===== config.mk =====
export PLATFORM = sky130hd
export DESIGN_NAME = spv_front
export DESIGN_NICKNAME = d
export VERILOG_FILES = /design/src/hdl/spv_pkg.sv /design/src/hdl/spv_front.sv
export SDC_FILE = /design/constraint.sdc
export NUM_CORES = 1
export LEC_CHECK = 0
export BUFFER_PORTS_ARGS = -buffer_cell sky130_fd_sc_hd__buf_2
export CAP_MARGIN = 20
export CORE_ASPECT_RATIO = 0.75
export CORE_MARGIN = 10
export CORE_UTILIZATION = 25
export DETAILED_ROUTE_END_ITERATION = 8
export PLACE_DENSITY = 0.5
export SLEW_MARGIN = 40
export SYNTH_ARGS = -nofsm -noshare
export SYNTH_HDL_FRONTEND = slang
export SYNTH_SLANG_ARGS = --single-unit
export TNS_END_PERCENT = 100

===== constraint.sdc =====
create_clock -name aclk -period 2.9 [get_ports aclk]
set_input_delay 0.58 -clock aclk [delete_from_list [all_inputs] [get_ports aclk]]
set_output_delay 0.58 -clock aclk [all_outputs]
set_load 0.005 [all_outputs]

===== src/hdl/spv_pkg.sv =====
// Shared types and constants of the sample playback voice.
// Channel payloads, command classification, configuration set and divider constants.
// No dependencies.
`default_nettype none

package spv_pkg;

    // Command codes of the input channel
    localparam logic [1:0] CMD_WRITE  = 2'd0;
    localparam logic [1:0] CMD_START  = 2'd1;
    localparam logic [1:0] CMD_STOP   = 2'd2;
    localparam logic [1:0] CMD_RENDER = 2'd3;

    // Configuration register indexes
    localparam int CFG_IDX_W = 3;
    localparam int CFG_DATA_W = 18;
    localparam logic [CFG_IDX_W-1:0] CFG_FILTER_MODE   = 3'd0;
    localparam logic [CFG_IDX_W-1:0] CFG_STEREO_OUTPUT = 3'd1;
    localparam logic [CFG_IDX_W-1:0] CFG_PAN           = 3'd2;
    localparam logic [CFG_IDX_W-1:0] CFG_VOLUME_TARGET = 3'd3;
    localparam logic [CFG_IDX_W-1:0] CFG_PITCH_STEP    = 3'd4;
    localparam logic [CFG_IDX_W-1:0] CFG_SAMPLE_COUNT  = 3'd5;
    localparam logic [CFG_IDX_W-1:0] CFG_LOOP_ENABLE   = 3'd6;
    localparam logic [CFG_IDX_W-1:0] CFG_STEREO_SOURCE = 3'd7;

    localparam int SC_W = 17;

    // Unity pan gain
    localparam logic [13:0] PAN_UNITY = 14'd10000;

    // Exact reciprocal multipliers: ceil(2^shift / divisor)
    localparam logic [30:0] RECIP_PAN = 31'd1759218605;
    localparam int          PAN_SHIFT = 44;
    localparam logic [23:0] RECIP_VOL = 24'd8454661;
    localparam int          VOL_SHIFT = 30;

    typedef struct packed {
        logic [1:0]         cmd;
        logic [15:0]        address;
        logic signed [15:0] data;
    } spv_in_t;

    typedef struct packed {
        logic signed [15:0] left_sample;
        logic signed [15:0] right_sample;
        logic               is_playing;
    } spv_out_t;

    typedef struct packed {
        logic               filter_mode;
        logic               stereo_output;
        logic signed [14:0] pan;
        logic [6:0]         volume_target;
        logic [17:0]        pitch_step;
        logic [SC_W-1:0]    sample_count;
        logic               loop_enable;
        logic               stereo_source;
    } cfg_t;

    // Classified operation handed from the front to the back
    typedef struct packed {
        logic               do_write;
        logic               do_start;
        logic               do_stop;
        logic               do_render;
        logic [15:0]        address;
        logic signed [15:0] data;
    } spv_op_t;

    typedef struct packed {
        logic idle;
    } spv_stat_t;

endpackage

`default_nettype wire


===== src/hdl/spv_front.sv =====
// Input side: accepts words, classifies the command, holds them in a two-entry queue.
// Depends on spv_pkg.
`default_nettype none

module spv_front
    import spv_pkg::*;
(
    input  wire logic    aclk,
    input  wire logic    aresetn,
    input  wire logic    s_valid,
    output logic         s_ready,
    input  wire spv_in_t s_data,
    output logic         q_valid,
    output spv_op_t      q_op,
    input  wire logic    q_pop
);

    localparam int QD = 2;

    spv_op_t     entry_reg [QD];
    logic        wr_ptr_reg, wr_ptr_next;
    logic        rd_ptr_reg, rd_ptr_next;
    logic [1:0]  count_reg, count_next;
    logic        push;
    spv_op_t     op_c;

    always_comb begin
        op_c           = '0;
        op_c.address   = s_data.address;
        op_c.data      = s_data.data;
        case (s_data.cmd)
            CMD_WRITE:  op_c.do_write  = 1'b1;
            CMD_START:  op_c.do_start  = 1'b1;
            CMD_STOP:   op_c.do_stop   = 1'b1;
            CMD_RENDER: op_c.do_render = 1'b1;
            default:    op_c.do_render = 1'b1;
        endcase
    end

    assign s_ready = count_reg != 2'(QD);
    assign push    = s_valid && s_ready;
    assign q_valid = count_reg != 2'd0;
    assign q_op    = entry_reg[rd_ptr_reg];

    always_comb begin
        wr_ptr_next = push ? ~wr_ptr_reg : wr_ptr_reg;
        rd_ptr_next = q_pop ? ~rd_ptr_reg : rd_ptr_reg;
        count_next  = count_reg + 2'(push) - 2'(q_pop);
    end

    always_ff @(posedge aclk) begin
        if (!aresetn) begin
            wr_ptr_reg <= 1'b0;
            rd_ptr_reg <= 1'b0;
            count_reg  <= 2'd0;
        end else begin
            wr_ptr_reg <= wr_ptr_next;
            rd_ptr_reg <= rd_ptr_next;
            count_reg  <= count_next;
        end
    end

    always_ff @(posedge aclk) begin
        if (push) begin
            entry_reg[wr_ptr_reg] <= op_c;
        end
    end

endmodule

`default_nettype wire


==> results.cfg, run 1 <==
[run_status]
status = complete, no violations

[sta]
rsz0062_at_grt = false
period_needed_ns = 2.312
setup-violations-final = 0
clock_skew_ns = 0.004915
report.final.slew_viol_count = 0
min_period_over_period_pct = 79.74
fmax_ghz = 0.4325
worstMarginPinSlew_ns = 0.5334
setup_tns_ns = 0
slew_headroom_pct = 64.44
finalHoldViolCount = 0

[clocking]
ctsHoldBuffers = 0
cts_setup_buffers = 0
numCtsBuffers = 9
clock_path_buffers = 2
cts_max_level = 3
cts_resized = 0
path_clk_slew_ns = 0.06
cts_sinks = 77
worst_skew_pair.late_latency_ns = 0.33
clockRootBuffer = clkbuf_16
cts_tree = built

[logic_synthesis]
ys_seq_area_share_pct = 78.13
synth_top_area_share_pct = 74.68
synthTopCellsByArea = edfxtp_1 75%, mux2_2 14%, dfxtp_1 3.5%, buf_6 1.2%, and2_1 0.86%
ys_ff_latch = 77
synth_common_cells = 72 x edfxtp_1, 36 x mux2_2, 5 x dfxtp_1
synth_cell_types = 25
synth-main-ff-cell = edfxtp_1
yosysMostFrequentCell = edfxtp_1
syn_inst = 144
synth_warnings = 0
synth_area_per_cell_um2 = 20.11
syn_area_um2 = 2895
yosysTopAreaCell = edfxtp_1
synth_edf_count = 72
synth_nets = 183
async_flop_share_pct = 0

[worst_setup_path]
reg2regPathDepth = 3
r2r_start = count_reg[0]
crit_fanout = 19
crit_required_ns = 2.32
end_kind = output pin
crit_type = reg -> out
r2r-end = entry_reg[1][29]
cp-start-kind = flip-flop
crit_arrival_ns = 1.73
r2r_slack_ns = 1.22

[pwr]
ir_drop_mv = 0.2500
powerDensity_nw_per_um2 = 795.3
p_leak_uw = 0.001431

[global_routing]
busiest_layer = met2
antenna_found_initial = 0
use_met1_pct = 9.024
grt_overflow = 0
grt_max_degree = 37
grt_pass1_vias = 1718
use_met2_pct = 11.23
grt_pass1_wl_mm = 9.315
use_met3_pct = 4.179
grt_use_total_pct = 7.574

[routing]
routedWlPerCell_um = 16.13
vias_per_cell = 4.102
first_iter_violations = 46
drcViolationCount = 0
wl_mm = 6.017
num_vias = 1530
drt.antenna.violating_nets = 0
dr.pass1.iters = 4

[die]
start_util_pct = 26.07
die_area_um2 = 16330
core_um2 = 11110
fp-row-count = 33
fp.dieW_um = 144.3
io_pins = 76
die_h_um = 113.2

[worst_hold_path]
hold_path_end = entry_reg[1][21]
whs_path_depth = 1
hold_path_startpoint = s_data[21]
hp-class = in -> reg

[finish]
largest_reg_flops = 72
n_antenna_cell = 0
area_growth_pct = 31.76
nets = 267
layout-drive-gt1-share_pct = 57.51
design_area_um2 = 3815

[place]
portBuffers = 75
place_congestion = 0.6839
dp_hpwl_mm = 4.126
dpl-instance-area_um2 = 3452

[run]
cap_violations = 0
[stage by stage]
| step | power, uW | setup slack [ns] | hold slack [ns] | util, % | std cells |
|---|---|---|---|---|---|
| final | 3034 | 0.5876 | 0.4362 | 34.35 | 373 |
| after global routing | 3179 | 0.4599 | 0.4176 | 34.35 | 373 |
| after CTS | 3089 | 0.5049 | 0.4194 | 34.35 | 373 |
| after detailed placement | 1721 | 0.8692 | 0.5690 | 31.08 | 357 |
| after global placement | 1717 | 0.8820 | 0.5533 | 31.06 | 357 |
| after floorplan | 1554 | 0.9997 | 0.5180 | - | 144 |
[cells by family after synthesis]
kind of cell,synth area share (%)
AOI/OAI and AO/OA,1.556
xor gates and xnor gates,0.6051
adders and majority gates,0.4321
buffers and inverters,1.599
DFF,78.13
muxes,14.35
and+or+nand+nor,3.327
[power by group]
group	switching, uW	internal, uW
combinational	154	162
clock	427	924
sequential	37.0	1330
total	619	2420
[per-layer routing]
layer | up-vias | share of wire, %
li1 | 724 | -
met1 | 746 | 44
met2 | 49 | 46
met3 | 11 | 7.9
met4 | 0 | 1.3
met5 | - | 0
[critical path, stage by stage, from the launching register on]
cell,delay [ns]
dfxtp_2,0.66
buf_12,0.23
mux2_2,0.36
buf_2,0.13
[how the worst max path moves through the flow]
stage | slack, ns | to | cells after the start
5_1_grt | 0.46 | q_op[27] | 3
2_1_floorplan | 1.0 | entry_reg[1][0] | 1
3_5_place_dp | 0.87 | q_op[27] | 3
3_3_place_gp | 0.88 | q_op[27] | 3
4_1_cts | 0.50 | q_op[27] | 3
6_report | 0.59 | q_op[27] | 3
[layout make-up]
type                    instances  area (um2)
inverters                       2       10.01
well taps                     140       175.2
clock buffers                   9       225.2
flip-flops and latches         77        2263
repair buffers                 77       415.4
clock inverters                 7       137.6
multi-input cells              61       588.1
fillers                      1087        7292
[cell usage in the layout, fill, tap and decap left out, drive strengths merged, types with 2 or more instances in the layout]
cell type,synthesis,routed
buf,4,77
edfxtp,72,72
mux2,36,36
clkbuf,0,9
dfxtp,5,5
and2,4,4
bufinv,0,4
clkinv,0,3
nand2,2,2
nor2b,2,2
nand3b,2,2
inv,2,2
a21boi,2,2
No activity file was read; power rests on OpenSTA's default activity.
==> run 2: changes to the inputs <==
- clock period: 2.9 -> 2.2 ns (I/O delays scaled with it)
==> run 2 against run 1 <==
  * Critical path depth unchanged
  * Clock power rose by 12%
  * Clock skew barely moved
  * Sequential power grew 30%
  * First-iteration DRC count up 48%
  * Final area decreased by 1.3%
  * Sequential share of layout area increased by 0.79 points
  * Largest power group unchanged
==> results.cfg, run 2 (synthesis results as in run 1) <==
[finish]
largest_reg_flops = 72
final_cell_mix = 75 x buf_2, 72 x edfxtp_1, 36 x mux2_2
area_growth_pct = 30.03
nFillCells = 1093
layout-drive-gt1-share_pct = 57.45
n_antenna_cell = 0
layout_commonest_cell = buf_2
seq_area_um2 = 2263
multiInputGateArea_um2 = 588.1
design_area_um2 = 3765
nets = 270

[sta]
clock_skew_ns = 0.005010
period_needed_ns = 1.931
setup_tns_ns = 0
report.final.slew_viol_count = 0
worstMarginPinSlew_ns = 0.3716
finalHoldViolCount = 0
slew_headroom_pct = 75.19
min_period_over_period_pct = 87.76
setup-violations-final = 0
rsz0062_at_grt = false
fmax_ghz = 0.5179

[clocking]
cts_resized = 0
clock_path_buffers = 2
ctsHoldBuffers = 0
cts_tree = built
cts_max_level = 3
cts_setup_buffers = 0
path_clk_slew_ns = 0.06
cts_sinks = 77
numCtsBuffers = 9
clockRootBuffer = clkbuf_16
worst_skew_pair.late_latency_ns = 0.33

[die]
fp-row-count = 33
fp.dieW_um = 144.3
start_util_pct = 26.07
die_h_um = 113.2
core_um2 = 11110
io_pins = 76
die_area_um2 = 16330

[routing]
vias_per_cell = 3.995
drt.antenna.violating_nets = 0
first_iter_violations = 68
wl_mm = 5.810
routedWlPerCell_um = 15.49
dr.pass1.iters = 4
drcViolationCount = 0
num_vias = 1498

[global_routing]
grt_pass1_wl_mm = 8.749
grt_use_total_pct = 7.086
grt_pass1_vias = 1632
antenna_found_initial = 0
grt_max_degree = 25
grt_overflow = 0

[worst_setup_path]
r2r_slack_ns = 0.63
crit_required_ns = 1.76
cp-start-kind = flip-flop
reg2regPathDepth = 4
crit_type = reg -> out
crit_fanout = 24
crit_arrival_ns = 1.49
endpoint = q_op[22]
r2r_start = count_reg[0]
r2r-end = entry_reg[0][4]
end_kind = output pin

[run]
cap_violations = 0

[place]
dpl-instance-area_um2 = 3460
place_congestion = 0.7090
dp_hpwl_mm = 4.168
portBuffers = 75

[run_status]
status = complete, no violations

[worst_hold_path]
hold_path_startpoint = s_data[30]
hp-class = in -> reg

[pwr]
ir_drop_mv = 0.4489
p_leak_uw = 0.001413
powerDensity_nw_per_um2 = 990.6
[run 2: area by class of cell]
cell class | instances | share of cell area (%)
flip-flops and latches | 77 | 60.12
multi-input cells | 61 | 15.62
repair buffers | 80 | 11.30
clock buffers | 10 | 6.082
well taps | 140 | 4.653
clock inverters | 5 | 2.027
inverters | 2 | 0.1994
[run 2: report_power, final]
group | internal (uW) | switching (uW)
clock | 980 | 531
combinational | 220 | 216
sequential | 1750 | 32.2
[run 2: how the worst min path moves through the flow]
| stage | to | slack, ns | depth (start not counted) |
|---|---|---|---|
| 2_1_floorplan | wr_ptr_reg | 0.52 | 2 |
| 3_3_place_gp | flip-flop | 0.56 | 2 |
| 3_5_place_dp | flip-flop | 0.56 | 2 |
| 4_1_cts | entry_reg[1][0] | 0.28 | 1 |
| 5_1_grt | entry_reg[0][0] | 0.28 | 1 |
| 6_report | entry_reg[0][30] | 0.30 | 1 |
[run 2: metal layers]
metal	up-vias	part of all wire (%)	global-route usage, %
li1	726	-	-
met2	46	45	10.31
met5	-	0	0
met3	6	10	4.931
met4	0	0.69	2.419
met1	720	44	8.070
[run 2: critical path: stages, from the launching register on]
cell,delay [ns]
dfxtp_2,0.32
buf_4,0.31
mux2_2,0.39
buf_2,0.13
[run 2: through the flow]
stage / setup slack, ns / total power (uW) / hold slack (ns) / std cells / utilization (%)
final: 0.2693 / 3729 / 0.2986 / 375 / 33.90
after global routing: 0.1930 / 3908 / 0.2803 / 375 / 33.90
after CTS: 0.2283 / 3798 / 0.2839 / 375 / 33.90
after detailed placement: 0.5897 / 2270 / 0.5636 / 360 / 31.15
after global placement: 0.5884 / 2264 / 0.5632 / 360 / 31.15
after floorplan: 0.3020 / 2048 / 0.5180 / 144 / -
